`config.mk`:
```
export PLATFORM = sky130hd
export DESIGN_NAME = ticked_two_digit_segment_serializer
export DESIGN_NICKNAME = d
export VERILOG_FILES = /design/src/rtl/tdss_pkg.sv /design/src/rtl/tdss_front.sv /design/src/rtl/tdss_queue.sv /design/src/rtl/tdss_back.sv /design/src/rtl/ticked_two_digit_segment_serializer.sv
export SDC_FILE = /design/constraint.sdc
export NUM_CORES = 1
export LEC_CHECK = 0
export BUFFER_PORTS_ARGS = -buffer_cell sky130_fd_sc_hd__buf_2
export CORE_UTILIZATION = 55
export DETAILED_ROUTE_END_ITERATION = 8
export PLACE_DENSITY = 0.76
export SLEW_MARGIN = 20
export SYNTH_ARGS = -nofsm -noshare
export SYNTH_HDL_FRONTEND = slang
export SYNTH_SLANG_ARGS = --single-unit
```
`constraint.sdc`:
```
create_clock -name i_clk -period 4.3 [get_ports i_clk]
set_input_delay 0.215 -clock i_clk [delete_from_list [all_inputs] [get_ports i_clk]]
set_output_delay 0.215 -clock i_clk [all_outputs]
set_load 0.02 [all_outputs]
```
`src/rtl/tdss_pkg.sv`:
```
`timescale 1ns / 1ps
// Package for the two-digit segment serializer: item and job types, codes and reset values.
// Used by every module of the block; depends on nothing.

package tdss_pkg;

    // Input item selector codes.
    localparam logic [1:0] CMD_TICK    = 2'd0;
    localparam logic [1:0] CMD_COMMAND = 2'd1;
    localparam logic [1:0] CMD_WRITE   = 2'd2;

    // Configuration register indexes.
    localparam logic [1:0] CFG_TICK_PERIOD = 2'd0;
    localparam logic [1:0] CFG_SEG_FIRST   = 2'd1;
    localparam logic [1:0] CFG_SEG_SECOND  = 2'd2;

    localparam int CFG_DATA_W  = 40;
    localparam int PERIOD_W    = 16;
    localparam int SEG_TABLE_W = 40;

    localparam logic [PERIOD_W-1:0]    PERIOD_RESET     = 16'd61;
    localparam logic [SEG_TABLE_W-1:0] SEG_FIRST_RESET  = 40'hBF1FB29D0F;
    localparam logic [SEG_TABLE_W-1:0] SEG_SECOND_RESET = 40'h7F56677355;

    // Frame prefixes sent ahead of the payload bits.
    localparam logic [2:0] PREFIX_COMMAND = 3'b100;
    localparam logic [2:0] PREFIX_WRITE   = 3'b101;

    // Depth of the job queue between the front and back ends.
    localparam int QUEUE_DEPTH_DEFAULT = 2;

    typedef struct packed {
        logic [1:0] cmd;
        logic [7:0] cmd_byte;
        logic [5:0] addr;
        logic [3:0] nibble;
    } t_in_item;

    typedef struct packed {
        logic data_bit;
        logic frame_end;
        logic last;
    } t_out_item;

    typedef enum logic [1:0] {
        JOB_COMMAND,
        JOB_WRITE,
        JOB_UPDATE
    } t_job_kind;

    // One unit of serial work. Command: byte in [7:0]. Write: address in [9:4],
    // nibble in [3:0]. Update: nibbles for addresses 7, 6, 5, 4 from [15:12] down.
    typedef struct packed {
        t_job_kind   kind;
        logic [15:0] data;
    } t_job;

endpackage

```
`src/rtl/tdss_front.sv`:
```
`timescale 1ns / 1ps
// Front end: accepts input items, holds configuration, tick counter and the shown digits,
// and turns each item into a serial job. Depends on tdss_pkg.

module tdss_front
    import tdss_pkg::*;
(
    input  logic                  i_clk,
    input  logic                  i_rst_n,
    input  logic                  i_in_valid,
    input  t_in_item              i_in_item,
    output logic                  o_in_stall,
    input  logic                  i_cfg_we,
    input  logic [1:0]            i_cfg_idx,
    input  logic [CFG_DATA_W-1:0] i_cfg_data,
    input  logic                  i_q_full,
    output logic                  o_push,
    output t_job                  o_job
);

    logic [PERIOD_W-1:0]    r_period;
    logic [SEG_TABLE_W-1:0] r_seg_first;
    logic [SEG_TABLE_W-1:0] r_seg_second;
    logic [PERIOD_W-1:0]    r_count;
    logic [3:0]             r_tens;
    logic [3:0]             r_units;

    logic                   accept;
    logic [PERIOD_W:0]      count_inc;
    logic                   roll;
    logic [3:0]             n_tens;
    logic [3:0]             n_units;

    assign accept = i_in_valid && !i_q_full;
    assign o_in_stall = i_q_full;

    // The number advances once the incremented count reaches the period.
    assign count_inc = {1'b0, r_count} + {{PERIOD_W{1'b0}}, 1'b1};
    assign roll      = count_inc >= {1'b0, r_period};

    // Next shown number, kept as two decimal digits so no division is needed.
    always_comb begin
        if (r_units == 4'd9) begin
            n_units = 4'd0;
            n_tens  = (r_tens == 4'd9) ? 4'd0 : r_tens + 4'd1;
        end else begin
            n_units = r_units + 4'd1;
            n_tens  = r_tens;
        end
    end

    // Classify the item and build its job.
    always_comb begin
        o_push     = 1'b0;
        o_job.kind = JOB_COMMAND;
        o_job.data = 16'd0;
        case (i_in_item.cmd)
            CMD_COMMAND: begin
                o_push     = accept;
                o_job.kind = JOB_COMMAND;
                o_job.data = {8'd0, i_in_item.cmd_byte};
            end
            CMD_WRITE: begin
                o_push     = accept;
                o_job.kind = JOB_WRITE;
                o_job.data = {6'd0, i_in_item.addr, i_in_item.nibble};
            end
            CMD_TICK: begin
                o_push     = accept && roll;
                o_job.kind = JOB_UPDATE;
                o_job.data = {r_seg_first[{n_tens, 2'b00} +: 4],
                              r_seg_second[{n_tens, 2'b00} +: 4],
                              r_seg_first[{n_units, 2'b00} +: 4],
                              r_seg_second[{n_units, 2'b00} +: 4]};
            end
            default: begin
                o_push = 1'b0;
            end
        endcase
    end

    // Configuration registers.
    always_ff @(posedge i_clk) begin
        if (!i_rst_n) begin
            r_period     <= PERIOD_RESET;
            r_seg_first  <= SEG_FIRST_RESET;
            r_seg_second <= SEG_SECOND_RESET;
        end else if (i_cfg_we) begin
            case (i_cfg_idx)
                CFG_TICK_PERIOD: r_period     <= i_cfg_data[PERIOD_W-1:0];
                CFG_SEG_FIRST:   r_seg_first  <= i_cfg_data[SEG_TABLE_W-1:0];
                CFG_SEG_SECOND:  r_seg_second <= i_cfg_data[SEG_TABLE_W-1:0];
                default: begin
                end
            endcase
        end
    end

    // Tick counter and shown digits.
    always_ff @(posedge i_clk) begin
        if (!i_rst_n) begin
            r_count <= '0;
            r_tens  <= 4'd0;
            r_units <= 4'd0;
        end else if (accept && i_in_item.cmd == CMD_TICK) begin
            if (roll) begin
                r_count <= '0;
                r_tens  <= n_tens;
                r_units <= n_units;
            end else begin
                r_count <= count_inc[PERIOD_W-1:0];
            end
        end
    end

endmodule

```
`src/rtl/tdss_queue.sv`:
```
`timescale 1ns / 1ps
// Short job queue between the front and back ends.
// Depends on tdss_pkg for the job type.

module tdss_queue
    import tdss_pkg::*;
#(
    parameter int DEPTH = QUEUE_DEPTH_DEFAULT
) (
    input  logic i_clk,
    input  logic i_rst_n,
    input  logic i_push,
    input  t_job i_job,
    output logic o_full,
    input  logic i_pop,
    output logic o_valid,
    output t_job o_job
);

    localparam int PTR_W = (DEPTH > 1) ? $clog2(DEPTH) : 1;
    localparam int CNT_W = $clog2(DEPTH + 1);
    localparam logic [PTR_W-1:0] PTR_LAST = PTR_W'(DEPTH - 1);
    localparam logic [CNT_W-1:0] CNT_FULL = CNT_W'(DEPTH);

    t_job             r_mem [DEPTH];
    logic [PTR_W-1:0] r_wr_ptr;
    logic [PTR_W-1:0] r_rd_ptr;
    logic [CNT_W-1:0] r_count;
    logic             do_push;
    logic             do_pop;

    assign o_full  = (r_count == CNT_FULL);
    assign o_valid = (r_count != '0);
    assign o_job   = r_mem[r_rd_ptr];
    assign do_push = i_push && !o_full;
    assign do_pop  = i_pop && o_valid;

    // Storage.
    always_ff @(posedge i_clk) begin
        if (do_push) begin
            r_mem[r_wr_ptr] <= i_job;
        end
    end

    // Pointers and fill count.
    always_ff @(posedge i_clk) begin
        if (!i_rst_n) begin
            r_wr_ptr <= '0;
            r_rd_ptr <= '0;
            r_count  <= '0;
        end else begin
            if (do_push) begin
                r_wr_ptr <= (r_wr_ptr == PTR_LAST) ? '0 : r_wr_ptr + 1'b1;
            end
            if (do_pop) begin
                r_rd_ptr <= (r_rd_ptr == PTR_LAST) ? '0 : r_rd_ptr + 1'b1;
            end
            if (do_push && !do_pop) begin
                r_count <= r_count + 1'b1;
            end else if (do_pop && !do_push) begin
                r_count <= r_count - 1'b1;
            end
        end
    end

endmodule

```
`src/rtl/tdss_back.sv`:
```
`timescale 1ns / 1ps
// Back end: takes jobs from the queue and shifts out their frames one bit per cycle
// into a registered output stage while the output is not stalled. Depends on tdss_pkg.

module tdss_back
    import tdss_pkg::*;
(
    input  logic      i_clk,
    input  logic      i_rst_n,
    input  logic      i_q_valid,
    input  t_job      i_q_job,
    output logic      o_pop,
    output logic      o_out_valid,
    input  logic      i_out_stall,
    output t_out_item o_out_item
);

    logic        r_busy;
    t_job_kind   r_kind;
    logic [15:0] r_data;
    logic [1:0]  r_frame;
    logic [3:0]  r_bit;
    logic        r_out_valid;
    t_out_item   r_out_item;

    logic [12:0] frame_word;
    logic [3:0]  bit_last;
    logic [5:0]  upd_addr;
    logic [3:0]  upd_nibble;
    logic [3:0]  bit_idx;
    logic        frame_done;
    logic        job_done;
    logic        advance;

    // Update jobs walk addresses 7 down to 4.
    always_comb begin
        upd_addr = 6'd7 - {4'd0, r_frame};
        case (r_frame)
            2'd0:    upd_nibble = r_data[15:12];
            2'd1:    upd_nibble = r_data[11:8];
            2'd2:    upd_nibble = r_data[7:4];
            default: upd_nibble = r_data[3:0];
        endcase
    end

    // Current frame, left aligned in 13 bits, and the index of its final bit.
    always_comb begin
        case (r_kind)
            JOB_COMMAND: begin
                frame_word = {PREFIX_COMMAND, r_data[7:0], 2'b00};
                bit_last   = 4'd11;
            end
            JOB_WRITE: begin
                frame_word = {PREFIX_WRITE, r_data[9:0]};
                bit_last   = 4'd12;
            end
            JOB_UPDATE: begin
                frame_word = {PREFIX_WRITE, upd_addr, upd_nibble};
                bit_last   = 4'd12;
            end
            default: begin
                frame_word = '0;
                bit_last   = 4'd12;
            end
        endcase
    end

    assign bit_idx    = 4'd12 - r_bit;
    assign frame_done = (r_bit == bit_last);
    assign job_done   = frame_done && (r_kind != JOB_UPDATE || r_frame == 2'd3);
    assign advance    = !r_out_valid || !i_out_stall;

    // Take the next job when idle, or in the same cycle the last bit leaves.
    assign o_pop = i_q_valid && (!r_busy || (advance && job_done));

    assign o_out_valid = r_out_valid;
    assign o_out_item  = r_out_item;

    // Output stage payload.
    always_ff @(posedge i_clk) begin
        if (advance && r_busy) begin
            r_out_item.data_bit  <= frame_word[bit_idx];
            r_out_item.frame_end <= frame_done;
            r_out_item.last      <= job_done;
        end
    end

    // Job and bit position control.
    always_ff @(posedge i_clk) begin
        if (!i_rst_n) begin
            r_busy      <= 1'b0;
            r_out_valid <= 1'b0;
            r_kind      <= JOB_COMMAND;
            r_data      <= 16'd0;
            r_frame     <= 2'd0;
            r_bit       <= 4'd0;
        end else begin
            if (advance) begin
                r_out_valid <= r_busy;
            end
            if (advance && r_busy) begin
                if (frame_done) begin
                    r_bit   <= 4'd0;
                    r_frame <= r_frame + 2'd1;
                end else begin
                    r_bit <= r_bit + 4'd1;
                end
                if (job_done) begin
                    r_busy <= 1'b0;
                end
            end
            if (o_pop) begin
                r_busy  <= 1'b1;
                r_kind  <= i_q_job.kind;
                r_data  <= i_q_job.data;
                r_frame <= 2'd0;
                r_bit   <= 4'd0;
            end
        end
    end

endmodule

```
`src/rtl/ticked_two_digit_segment_serializer.sv`:
```
`timescale 1ns / 1ps
// Top level of the two-digit segment serializer: front end, job queue and serial back end.
// Depends on tdss_pkg, tdss_front, tdss_queue and tdss_back.
//
//  Channel   Direction  Handshake                     Payload
//  input     in         i_in_valid / o_in_stall       i_in_item  (t_in_item)
//  output    out        o_out_valid / i_out_stall     o_out_item (t_out_item)
//  config    in         i_cfg_we                      i_cfg_idx, i_cfg_data
//
// A command item is a 12-bit frame, a write item a 13-bit frame and a tick that advances
// the number four 13-bit frames, sent one bit per cycle while the output is not stalled.
// A tick that does not advance the number, or an unused selector, makes no job. When the
// back end is free, a transaction's first bit passes through the job queue, the back
// end's job registers and the output stage. The input stalls only when the job queue is
// full; output stalls freeze the back end. Reset is synchronous and needs no clearing pass.

module ticked_two_digit_segment_serializer
    import tdss_pkg::*;
#(
    parameter int QUEUE_DEPTH = QUEUE_DEPTH_DEFAULT
) (
    input  logic                  i_clk,
    input  logic                  i_rst_n,
    input  logic                  i_in_valid,
    output logic                  o_in_stall,
    input  t_in_item              i_in_item,
    output logic                  o_out_valid,
    input  logic                  i_out_stall,
    output t_out_item             o_out_item,
    input  logic                  i_cfg_we,
    input  logic [1:0]            i_cfg_idx,
    input  logic [CFG_DATA_W-1:0] i_cfg_data
);

    logic q_full;
    logic q_push;
    t_job q_push_job;
    logic q_pop;
    logic q_valid;
    t_job q_head;

    // Front end: classification and display state.
    tdss_front u_front (
        .i_clk      (i_clk),
        .i_rst_n    (i_rst_n),
        .i_in_valid (i_in_valid),
        .i_in_item  (i_in_item),
        .o_in_stall (o_in_stall),
        .i_cfg_we   (i_cfg_we),
        .i_cfg_idx  (i_cfg_idx),
        .i_cfg_data (i_cfg_data),
        .i_q_full   (q_full),
        .o_push     (q_push),
        .o_job      (q_push_job)
    );

    // Job queue.
    tdss_queue #(
        .DEPTH (QUEUE_DEPTH)
    ) u_queue (
        .i_clk   (i_clk),
        .i_rst_n (i_rst_n),
        .i_push  (q_push),
        .i_job   (q_push_job),
        .o_full  (q_full),
        .i_pop   (q_pop),
        .o_valid (q_valid),
        .o_job   (q_head)
    );

    // Serial back end.
    tdss_back u_back (
        .i_clk       (i_clk),
        .i_rst_n     (i_rst_n),
        .i_q_valid   (q_valid),
        .i_q_job     (q_head),
        .o_pop       (q_pop),
        .o_out_valid (o_out_valid),
        .i_out_stall (i_out_stall),
        .o_out_item  (o_out_item)
    );

endmodule

```
# After elaboration in Yosys (flattened, before gate mapping)
# Memory sizes are Yosys's and may differ from the RTL's. A register that Yosys moved wholly into a read port is not among the register bits.
# Cells that the tools add are included.
# word_totals
n_memories,1
output_inout_bits,5
in_bits,67
register_bits,135
elab_cells,107
mem_bits_rw,36
# classes
n_shift,4
n_mux,21
eq_ne,14
n_addsub,11
reduce_logical,37
order_cmp,2
n_bitwise,1
# mem_list
name,words,width,rd,rd_clocked_by_memory_dff,wr,line,text
u_queue.r_mem,2,18,1,1,1,tdss_queue.sv:25,t_job r_mem [DEPTH];
# ops
cell,n
$shiftx 40x7->4,4
$pmux 18 s3,1
$pmux 13 s3,1
$add 16x1->17 const B,1
$ge 17x16->1,1
$mux 16,1
$mux 4,4
$add 4x1->4 const B,3
$eq 2x2->1 const B,6
$pmux 4 s3,1
$reduce_and 2->1,6
$logic_and 1x1->1,11
$eq 2x1->1 const B,4
$eq 4x4->1 const B,2
$logic_not 2->1,4
$mux 1,8
$reduce_bool 2->1,4
$logic_not 1->1,7
$lt 4x5->1 const B,1
$add 2x1->2 const B,2
$bmux 1 s4,1
$eq 4x4->1,1
$mux 2,2
$reduce_or 2->1,2
9 further kinds,12

# Depth between registers and ports, before layout
# Gate-level depths: netlist (run 1).
# depth
depth_word,11
depth_mapped,17
mapped_depth_nobuf,16

# Cells and area by module
# A second synthesis (run 1) with hierarchy kept.
# unflattened
hier_cells,1273
area_unflattened_um2,10841.6
# by_module_without_submodules
module,instances,seq_area_each_um2,cells_per_inst,area_per_inst_um2
tdss_front,1,2402.3,991,7574.8
tdss_back,1,610.6,201,1734.2
tdss_queue,1,1181.1,81,1532.7

# Least setup slack after synthesis (run 1)
# No wires, ideal clock.
# synth_timing
kind,reg-to-reg
from,register u_front.r_count[0]
to,memory u_queue.r_mem[0][0] in the netlist's numbering (enable)
period_less_slack_ns,4.107
setup_ns,0.395
n_path_buf,1
required_ns,3.905
path_stages_with_launch,15
slack_ns,0.193
t_arrival_ns,3.713
cell_sequence,dfxtp_1 ha_1 nand2_1 or2_2 nor2_1 and3_1 xor2_1 ha_1 nand3_1 nor3_1 o311ai_1 nand3_1 clkbuf_1 o21a_1 nor2b_1
# synth_between
elab_chain_cells,7
# synth_rtl
item,line,text
from (decl),tdss_front.sv:24,logic [PERIOD_W-1:0] r_count;
from (signal assigned),tdss_front.sv:111,r_count <= count_inc[PERIOD_W-1:0];
$add 16x1->17,tdss_front.sv:38,"assign count_inc = {1'b0, r_count} + {{PERIOD_W{1'b0}}, 1'b1};"
$ge 17x16->1,tdss_front.sv:39,"assign roll = count_inc >= {1'b0, r_period};"
$logic_and 1x1->1,tdss_front.sv:69,o_push = accept && roll;
$pmux 1 s2,tdss_front.sv:57,case (i_in_item.cmd)
$logic_and 1x1->1,tdss_queue.sv:35,assign do_push = i_push && !o_full;
net u_queue.do_push,tdss_queue.sv:29,logic do_push;
$mux 1,tdss_queue.sv:40,if (do_push) begin
$mux 1 (implied by the code),tdss_queue.sv:41,r_mem[r_wr_ptr] <= i_job;
to (decl),tdss_queue.sv:25,
# The timed path passes the listed nets, and every way through them passes these cells.

# Final worst setup path (run 1)
# layout_timing
from,register u_front.r_count[0]
to,register u_queue.r_count[1]
# layout_between
elab_chain_cells,8
elab_cells_between_ends,10
cone_classes,add/sub: 1; order compare: 1; mux: 2; reduce/logical: 6
# layout_rtl
item,line,text
$add 16x1->17 (*),tdss_front.sv:38,
$ge 17x16->1 (*),tdss_front.sv:39,
$logic_and 1x1->1 (*),tdss_front.sv:69,
$pmux 1 s2 (*),tdss_front.sv:57,
$logic_and 1x1->1 (*),tdss_queue.sv:35,
net u_queue.do_push,tdss_queue.sv:29,
$logic_not 1->1,tdss_queue.sv:60,end else if (do_pop && !do_push) begin
$logic_and 1x1->1,tdss_queue.sv:60,
$reduce_bool 2->1 (no source line),n/a,
to (signal assigned),tdss_queue.sv:59,r_count <= r_count + 1'b1;
to (signal assigned),tdss_queue.sv:61,r_count <= r_count - 1'b1;
to (decl),tdss_queue.sv:28,logic [CNT_W-1:0] r_count;
# The timed path passes the listed nets; every way through them passes the cells marked *.
# A chain may end at the register's enable or synchronous reset.

==> results of run 1 <==
-- timing repair --
item	4_1_cts	5_1_grt
hold buffers	13	0
gates resized for setup	0	2
setup endpoints to repair	0	1
endpoints found under the hold margin	20	0
-- registers in the layout, indices dropped and copies added, names as in the netlist --
| signal | flops |
|---|---|
| u_back.o_out_valid | 1 |
| u_back.r_bit | 4 |
| u_back.r_busy | 1 |
| u_front.r_tens | 4 |
| u_back.r_kind | 2 |
| u_back.r_data | 16 |
| u_front.r_units | 4 |
| u_back.r_frame | 2 |
| u_front.r_period | 16 |
| u_front.r_count | 16 |
| u_queue.r_wr_ptr | 1 |
| u_front.r_seg_first | 40 |
| u_queue.r_count | 2 |
| u_queue.r_rd_ptr | 1 |
| u_back.o_out_item | 3 |
| u_front.r_seg_second | 40 |
| u_queue.r_mem | 36 |
-- Yosys cell counts, types with 10 or more instances --
master / count / area share (%)
nand2_1: 236 / 9.0
nand3_1: 71 / 3.6
nand2b_1: 13 / 0.83
o211ai_1: 14 / 1.1
a21o_1: 11 / 0.84
nor3_1: 10 / 0.51
edfxtp_1: 39 / 12
clkbuf_1: 53 / 2.0
a211oi_1: 29 / 2.2
dfxtp_1: 150 / 31
inv_1: 32 / 1.2
nor2_1: 48 / 1.8
o21ai_0: 30 / 1.5
ha_1: 34 / 4.3
buf_1: 11 / 0.42
xnor2_1: 14 / 1.2
a21oi_1: 83 / 4.2
a22oi_1: 17 / 1.3
nor2b_1: 16 / 1.0
and3_1: 10 / 0.64
a22o_1: 11 / 0.98
mux2i_1: 54 / 5.5
-- logic make-up after synthesis --
family | after synthesis
buffers and inverters | 108
AO/OA/AOI/OAI | 261
AND/OR/NAND/NOR | 440
XOR/XNOR | 26
flip-flops | 189
multiplexers | 69
adder cells (fa/ha/maj) | 34
-- layout make-up --
| cell class | instances | area [sq um] |
|---|---|---|
| well taps | 225 | 281.5 |
| clock inverters | 15 | 150.1 |
| inverters | 33 | 123.9 |
| multi-input cells | 830 | 5235 |
| repair buffers | 98 | 590.6 |
| clock buffers | 17 | 425.4 |
| fillers | 1466 | 6376 |
| flip-flops and latches | 189 | 4174 |
-- final timing paths --
kind	from	to	slack [ns]
setup / recovery	u_front.r_count[0]	u_queue.r_count[1]	0.31
hold / removal	i_cfg_data[30]	u_front.r_seg_second[30]	0.01
setup reg to reg	u_front.r_count[0]	u_queue.r_count[1]	0.31
hold reg to reg	u_front.r_period[12]	u_front.r_period[12]	0.46
-- per-stage QoR --
step                      utilization, %  setup slack (ns)  cells  hold WS (ns)  cell area [sq um]
final                              63.26            0.3149   1407       0.01355              10980
after floorplan                        -            0.1926   1127        0.3390               9817
after CTS                          63.18            0.1882   1407     0.0004167              10970
after global placement             59.11            0.3334   1362        0.4385              10260
after detailed placement           59.11            0.2219   1362        0.4433              10260
after global routing               63.26           0.06711   1407       0.01015              10980
-- critical path, stage by stage, from the launching register on --
cell and delay [ns]:
dfxtp_1 0.42, ha_1 0.28, nand2_1 0.11, or2_2 0.34
nor2_2 0.20, and3_1 0.23, xor2_1 0.17, ha_1 0.26
a21o_1 0.16, a21o_1 0.18, a31oi_2 0.22, nand3_1 0.22
o21a_1 0.29, ha_1 0.32, or3_1 0.38, a21oi_1 0.14
-- per-layer routing --
metal,GRT usage [%],share of wire (%)
met5,0,0
met4,8.989,1.5
met1,38.45,44
met2,45.27,47
met3,5.836,7.3
-- power breakdown --
| group | leakage, nW | internal [mW] | switching, mW | total, mW |
|---|---|---|---|---|
| combinational | 2.44 | 0.359 | 0.503 | 0.863 |
| sequential | 1.59 | 1.98 | 0.171 | 2.15 |
| clock | 0.283 | 0.774 | 0.768 | 1.54 |
==> results.tsv, run 1 <==
metric	value	unit
core_area	17360	sq um
dieArea	18390	sq um
via_per_inst	6.017	
p_leak	4.312	nW
fmax	0.2509	GHz
cts_htree_levels	4	
diodes	0	
critPathKind	flop to flop	
clk_pin_slew_worst_paths	0.07	ns
wl_per_cell	17.96	um
drt-initial-drc-count	863	
period_share	92.68	%
antenna_found_initial	0	
synth.distinct_cells	70	
fp.dieH	135.6	um
rows	48	
synth_edf_count	39	
setup_tns	0	ns
layout_common_cells	236 x nand2_1, 150 x dfxtp_1, 83 x a21oi_1, 71 x nand3_1, 71 x buf_2	
crit_path_end_kind	flop	
wl	25270	um
hold_path.class	input port to flop	
fin_skew	0.01197	ns
clk_latency	0.44	ns
cts_sinks	189	
synthAdderAreaFrac	4.333	%
drtAntennaViolNets	0	
grt_pass1_vias	7912	
via_count	8466	
critPathRequiredTime	4.67	ns
start_util	56.56	%
synthFlopType	dfxtp_1	
cts_buffers	17	
area_growth	11.85	%
rsz0062_at_grt	false	
tritoncts	built	
synth_compound_area_share	17.68	%
slew-limit-headroom	26.72	%
synth_nets	1228	
syn_inst	1127	
worst_slew_pin_slew	1.098	ns
fin_crit	3.985	ns
fin_total_pwr	4.559	mW
layout-drive-gt1-share	12.86	%
setup_violations	0	
avgSynthCellArea	8.711	sq um
critPathLaunchType	flop	
first_pass_iters	5	
synth_top_family_by_area	simple AND/OR/NAND/NOR gates	
synth-simple-area-share	20.39	%
async_reset_ff_share	0	%
crit_path_max_fanout	6	
layout_commonest_cell	nand2_1	
grtUsageTotal	28.41	%
synth.mux.area_fraction	8.030	%
grt_max_degree	70	
drc	0	
ios	72	
vdd.ir_drop.worst	0.3031	mV
r2r_cells	15	
ys_seq_area_share	42.52	%
synth_xor_xnor_area_share	2.664	%
dp_hpwl	17580	um
chipWidth	135.6	um
gp_congestion	0.9650	
clockBufferDepth	2	
hold_violations	0	
yosys_warnings	0	
holdPathStages	3	
portBuffers	71	
cts.root.buffer_cell	clkbuf_16	
final_nets	1270	
grt_pass1_wl	40570	um
cts_setup_buffers	0	
cap_violations	0	
status	finished, final reports clean	
syn_area	9817	sq um
power_density	415.2	nW/um^2
synth-seq-cells	189	
grt-ovfl-total	0	
crit_arrival	4.35	ns
drv_slew	0	
Note: power is estimated with default switching activity, not from simulation.
==> inputs of run 2 (changes only) <==
- BUFFER_PORTS_ARGS: -buffer_cell sky130_fd_sc_hd__buf_2 -> -buffer_cell sky130_fd_sc_hd__buf_4
==> run 2 against run 1 <==
Count of clock-buffer cells in the layout stayed put. Clock power hardly changed. Global-route usage grew 0.20 points. Largest power group unchanged. Critical path type unchanged. Setup slack worse by 0.062 ns. Worst hold slack improved by 0.0035 ns. Cell count up 0.28%. First-iteration DRC count shrank 10%.
==> results.tsv, run 2 (synthesis results as in run 1) <==
metric	value	unit	change
critPathKind	flop to flop		
drt-initial-drc-count	776		-10%
vdd.ir_drop.worst	0.2969	mV	-2.0%
crit_path_max_fanout	6		unchanged
crit_path_end_kind	flop		
portBuffers	71		unchanged
rows	48		unchanged
crit_arrival	4.40	ns	+0.05 ns
clockBufferDepth	2		unchanged
grt_pass1_vias	7853		-0.75%
slowest_stage	dfxtp_1		
dp_hpwl	17820	um	+1.4%
period_share	94.11	%	+1.4 points
path_delay_family	simple AND/OR/NAND/NOR gates		
grt-ovfl-total	0		unchanged
cap_violations	0		unchanged
grtUsageTotal	28.61	%	+0.20 points
grt_max_degree	71		+1.4%
startpoint	u_front.r_count[0]		
fp.dieH	135.6	um	unchanged
drtAntennaViolNets	0		unchanged
area_growth	14.15	%	
tritoncts	built		
clk_pin_slew_worst_paths	0.07	ns	about the same
power_density	410.5	nW/um^2	-1.1%
wl	25600	um	+1.3%
top_layer	met4		
path_cells	ha_2 -> nand2_1 -> or2_2 -> nor2_2 -> and3_1 -> xor2_1 -> ha_1 -> a21o_1 -> a21o_1 -> a31oi_2 -> nand3_1 -> o21a_1 -> ha_1 -> or3_1 -> a21oi_1		
hold_path.class	input port to flop		
layout-drive-gt1-share	12.73	%	-0.13 points
setup_violations	0		unchanged
critPathRequiredTime	4.65	ns	-0.02 ns
core_area	17360	sq um	unchanged
whs	0.01704	ns	+0.003493 ns
fin_crit	4.047	ns	+0.06174 ns
hold_violations	0		unchanged
max_stage_delay	0.43	ns	about the same
layout_commonest_cell	nand2_1		
wl_per_cell	18.15	um	+1.0%
slew-limit-headroom	29.31	%	+2.6 points
r2r_start	u_front.r_count[0]		
rrSetupSlack	0.25	ns	-0.06 ns
fmax	0.2471	GHz	-1.5%
r2r_cells	15		unchanged
drv_slew	0		unchanged
critPathLaunchType	flop		
worst_slew_pin_slew	1.059	ns	-0.03881 ns
via_count	8471		+0.059%
r2r-end	u_queue.r_count[1]		
first_pass_iters	7		+2
wl_met1	11260	um	+1.2%
via_per_inst	6.004		-0.22%
crit_path_end	u_queue.r_count[1]		
p_leak	4.384	nW	+1.7%
cp_num_buf_inv	0		unchanged
layout_common_cells	236 x nand2_1, 150 x dfxtp_1, 84 x buf_4, 83 x a21oi_1, 71 x nand3_1		
cts_sinks	189		unchanged
status	finished, final reports clean		
start_util	56.56	%	unchanged
cts_htree_levels	4		unchanged
diodes	0		unchanged
fin_skew	0.008687	ns	-0.003286 ns
chipWidth	135.6	um	unchanged
cts_buffers	17		unchanged
gp_congestion	0.9066		-6.1%
cts.root.buffer_cell	clkbuf_16		
largestRegisters	u_front.r_seg_first (40), u_front.r_seg_second (40), u_queue.r_mem (36)		
ios	72		unchanged
grt_pass1_wl	40580	um	about the same
setup_tns	0	ns	unchanged
cp.depth	15		unchanged
rsz0062_at_grt	false		
wl_met3	1737	um	-5.5%
final_nets	1274		+0.31%
antenna_found_initial	0		unchanged
wl_met2	11970	um	+0.38%
drc	0		unchanged
dieArea	18390	sq um	unchanged
clk_latency	0.44	ns	about the same
==> run 2: changes by cell type in the layout (fill, tap and decap cells not counted), sizes merged <==
cell | previous run | this run
buf | 85 | 84
bufinv | 0 | 1
clkinv | 6 | 7
dlygate4sd3 | 13 | 18
inv | 41 | 39
==> run 2: area by class of cell <==
cell class                 count  area [sq um]
clock buffer                  17         425.4
multi-input combinational    830          5238
timing repair buffer         102         810.8
sequential                   189          4174
clock inverter                15         152.6
fill                        1463          6151
tap                          225         281.5
inverter                      33         123.9
==> run 2: power by group <==
part,internal (mW),switching [mW]
logic,0.386,0.500
clock network,0.819,0.740
registers,1.98,0.171
==> run 2: worst min-delay path by stage <==
stage,slack [ns],cells after the start,endpoint,startpoint
floorplan,0.34,2,u_front.r_seg_first[0],i_cfg_data[0]
global placement,0.43,3,u_front.r_seg_first[21],i_cfg_data[21]
detailed placement,0.44,3,u_front.r_seg_first[21],i_cfg_data[21]
CTS,0.0003,3,u_front.r_seg_first[27],i_cfg_data[27]
global route,0.01,3,u_front.r_seg_first[27],i_cfg_data[27]
finish,0.02,3,u_front.r_seg_first[8],i_cfg_data[8]
==> run 2: metal layers <==
metal / global-route usage, % / up-vias
met2: 46.03 / 319
met5: 0 / -
met3: 4.938 / 44
met4: 11.42 / 0
li1: - / 4113
met1: 38.05 / 3995
==> run 2: what timing repair did <==
action,4_1_cts,5_1_grt
endpoints found under the setup margin,0,1
endpoints found under the hold margin,26,0
buffers inserted,0,0
resized for setup,0,3
hold buffers,18,0
==> run 2: through the flow <==
step / power (mW) / std cells / worst slack, ns / cell area [sq um] / utilization (%)
after floorplan: 2.791 / 1127 / 0.1926 / 9817 / -
after global placement: 3.047 / 1361 / 0.3184 / 10430 / 60.09
after detailed placement: 3.066 / 1361 / 0.1522 / 10430 / 60.09
after CTS: 4.610 / 1411 / 0.09226 / 11190 / 64.46
after global routing: 4.804 / 1411 / 0.01969 / 11210 / 64.56
final: 4.600 / 1411 / 0.2531 / 11210 / 64.56
==> run 2: worst register-to-register path: stages, from the launching register on <==
cell,delay (ns)
dfxtp_1,0.43
ha_2,0.26
nand2_1,0.09
or2_2,0.34
nor2_2,0.21
and3_1,0.24
xor2_1,0.20
ha_1,0.28
a21o_1,0.17
a21o_1,0.19
a31oi_2,0.23
nand3_1,0.21
o21a_1,0.29
ha_1,0.32
or3_1,0.38
a21oi_1,0.14
==> inputs of run 3 (changes only) <==
- CELL_PAD_IN_SITES_DETAIL_PLACEMENT: unset -> 0
- CELL_PAD_IN_SITES_GLOBAL_PLACEMENT: unset -> 1
- CORE_UTILIZATION: 55 -> 42
==> run 3 against run 2 <==
Fmax rose by 1.7%. Clock power fell by 3%. Count of clock-buffer cells in the layout increased by 2. Critical endpoint unchanged. Via count shrank 3.0%. Worst hold slack got worse by 0.0020 ns. Critical path depth is the same. Power fell by 0.58%. Sequential power about the same. Sequential share of layout area down 0.23 points. Combinational power fell by 0.8%. Routed wire length increased by 4.9%. Highest routed layer unchanged. Sequential cell count is the same.
==> results.tsv, run 3 (synthesis results as in run 1) <==
metric	value	unit	change
slew-limit-headroom	42.62	%	+13 points
grtUsageTotal	23.45	%	-5.2 points
via_per_inst	5.488		-8.6%
core_area	22780	sq um	+31%
worst_slew_pin_slew	0.8607	ns	-0.1983 ns
layout_common_cells	236 x nand2_1, 149 x dfxtp_1, 85 x buf_4, 83 x a21oi_1, 71 x nand3_1		
setup_tns	0	ns	unchanged
cts.root.buffer_cell	clkbuf_16		
grt_pass1_wl	43570	um	+7.4%
cts_buffers	17		unchanged
path_common_cell	ha_1		
area_growth	14.89	%	
grt_pass1_vias	7874		+0.27%
whs	0.01508	ns	-0.001966 ns
cp_num_buf_inv	0		unchanged
status	finished, final reports clean		
clk_latency	0.43	ns	about the same
path_cells	ha_1 -> nand2_1 -> or2_2 -> nor2_2 -> and3_1 -> xor2_1 -> ha_1 -> a21o_1 -> a21o_1 -> a31oi_2 -> nand3_1 -> o21a_1 -> ha_1 -> or3_1 -> a21oi_1		
dp_hpwl	19080	um	+7.1%
layout_commonest_cell	nand2_1		
vdd.ir_drop.worst	0.2148	mV	-28%
layout-drive-gt1-share	12.67	%	-0.063 points
setup_violations	0		unchanged
rows	55		+15%
ios	72		unchanged
tritoncts	built		
cts_sinks	189		unchanged
grt_max_degree	71		unchanged
hold_path.class	input port to flop		
clockBufferDepth	2		unchanged
via_count	8216		-3.0%
power_density	405.5	nW/um^2	-1.2%
dieArea	23990	sq um	+30%
drc	0		unchanged
largestRegisters	u_front.r_seg_first (40), u_front.r_seg_second (40), u_queue.r_mem (36)		
fin_crit	3.978	ns	-0.06861 ns
drt-initial-drc-count	695		-10%
cap_violations	0		unchanged
fp.dieH	154.9	um	+14%
min_from	i_cfg_data[32]		
fin_skew	0.01150	ns	+0.002814 ns
gp_congestion	0.8458		-6.7%
cts_htree_levels	4		unchanged
final_nets	1272		-0.16%
critPathRequiredTime	4.66	ns	about the same
crit_path_end_kind	flop		
diodes	0		unchanged
period_share	92.52	%	-1.6 points
wl_per_cell	17.94	um	-1.1%
path_delay_family	simple AND/OR/NAND/NOR gates		
r2r_start	u_front.r_count[0]		
grt-ovfl-total	0		unchanged
clk_pin_slew_worst_paths	0.07	ns	about the same
wl	26860	um	+4.9%
drtAntennaViolNets	0		unchanged
chipWidth	154.9	um	+14%
start_util	43.10	%	-13 points
crit_arrival	4.33	ns	-0.07 ns
startpoint	u_front.r_count[0]		
fill_cells	2249		+54%
max_stage_delay	0.42	ns	about the same
critPathLaunchType	flop		
drv_slew	0		unchanged
antenna_found_initial	0		unchanged
crit_path_max_fanout	6		unchanged
first_pass_iters	5		-2
critPathKind	flop to flop		
layout_setup_ws	0.3217	ns	+0.06861 ns
post-place-ws	0.1990	ns	+0.04678 ns
p_leak	4.373	nW	-0.25%
hold_violations	0		unchanged
slowest_stage	dfxtp_1		
fmax	0.2514	GHz	+1.7%
rrSetupSlack	0.32	ns	+0.07 ns
portBuffers	71		unchanged
==> run 3: layout make-up <==
class,count,area (sq um),share of cell area (%)
clock inverter,13,126.4,1.120
tap,313,391.6,3.472
inverter,33,123.9,1.098
clock buffer,19,432.9,3.838
multi-input combinational,830,5240,46.46
sequential,189,4175,37.02
timing repair buffer,100,788.3,6.989
==> run 3: report_power, final <==
group | internal, mW | total, mW | switching (mW)
clock network | 0.769 | 1.52 | 0.753
logic | 0.382 | 0.879 | 0.497
registers | 1.98 | 2.17 | 0.187
==> run 3: timing repair <==
item,CTS,global route
setup buffers,0,0
setup endpoints to repair,0,1
hold endpoints to repair,22,0
hold buffers,15,0
resized for setup,0,3
==> run 3: final timing paths <==
path,end,cells after the start
max,u_queue.r_count[1],15
min,u_front.r_seg_second[32],3
max reg2reg,u_queue.r_count[1],15
min reg2reg,u_front.r_period[13],2
==> run 3: worst register-to-register path, cell delays in order (launching register included) <==
cell and delay, ns:
dfxtp_1 0.42, ha_1 0.27, nand2_1 0.11, or2_2 0.34, nor2_2 0.20, and3_1 0.23
xor2_1 0.17, ha_1 0.26, a21o_1 0.16, a21o_1 0.18, a31oi_2 0.23, nand3_1 0.20
o21a_1 0.29, ha_1 0.33, or3_1 0.37, a21oi_1 0.14
==> run 3: metrics by stage <==
stage	util [%]	std cells	instance area [sq um]	power, mW
global placement	46.30	1450	10550	3.072
floorplan	-	1127	9817	2.791
detailed placement	46.30	1450	10550	3.084
global route	49.51	1497	11280	4.844
CTS	49.42	1497	11260	4.612
finish	49.51	1497	11280	4.573
==> run 3: routing by layer <==
layer  part of all wire [%]  wire length (um)  track usage (%)  vias to the layer above
li1                       -                 -                -                     4120
met1                     49             13170            33.22                     3877
met2                     46             12250            36.85                      197
met3                    3.9              1052            3.788                       22
met4                    1.4               376            6.554                        0
met5                      0                 0                0                        -
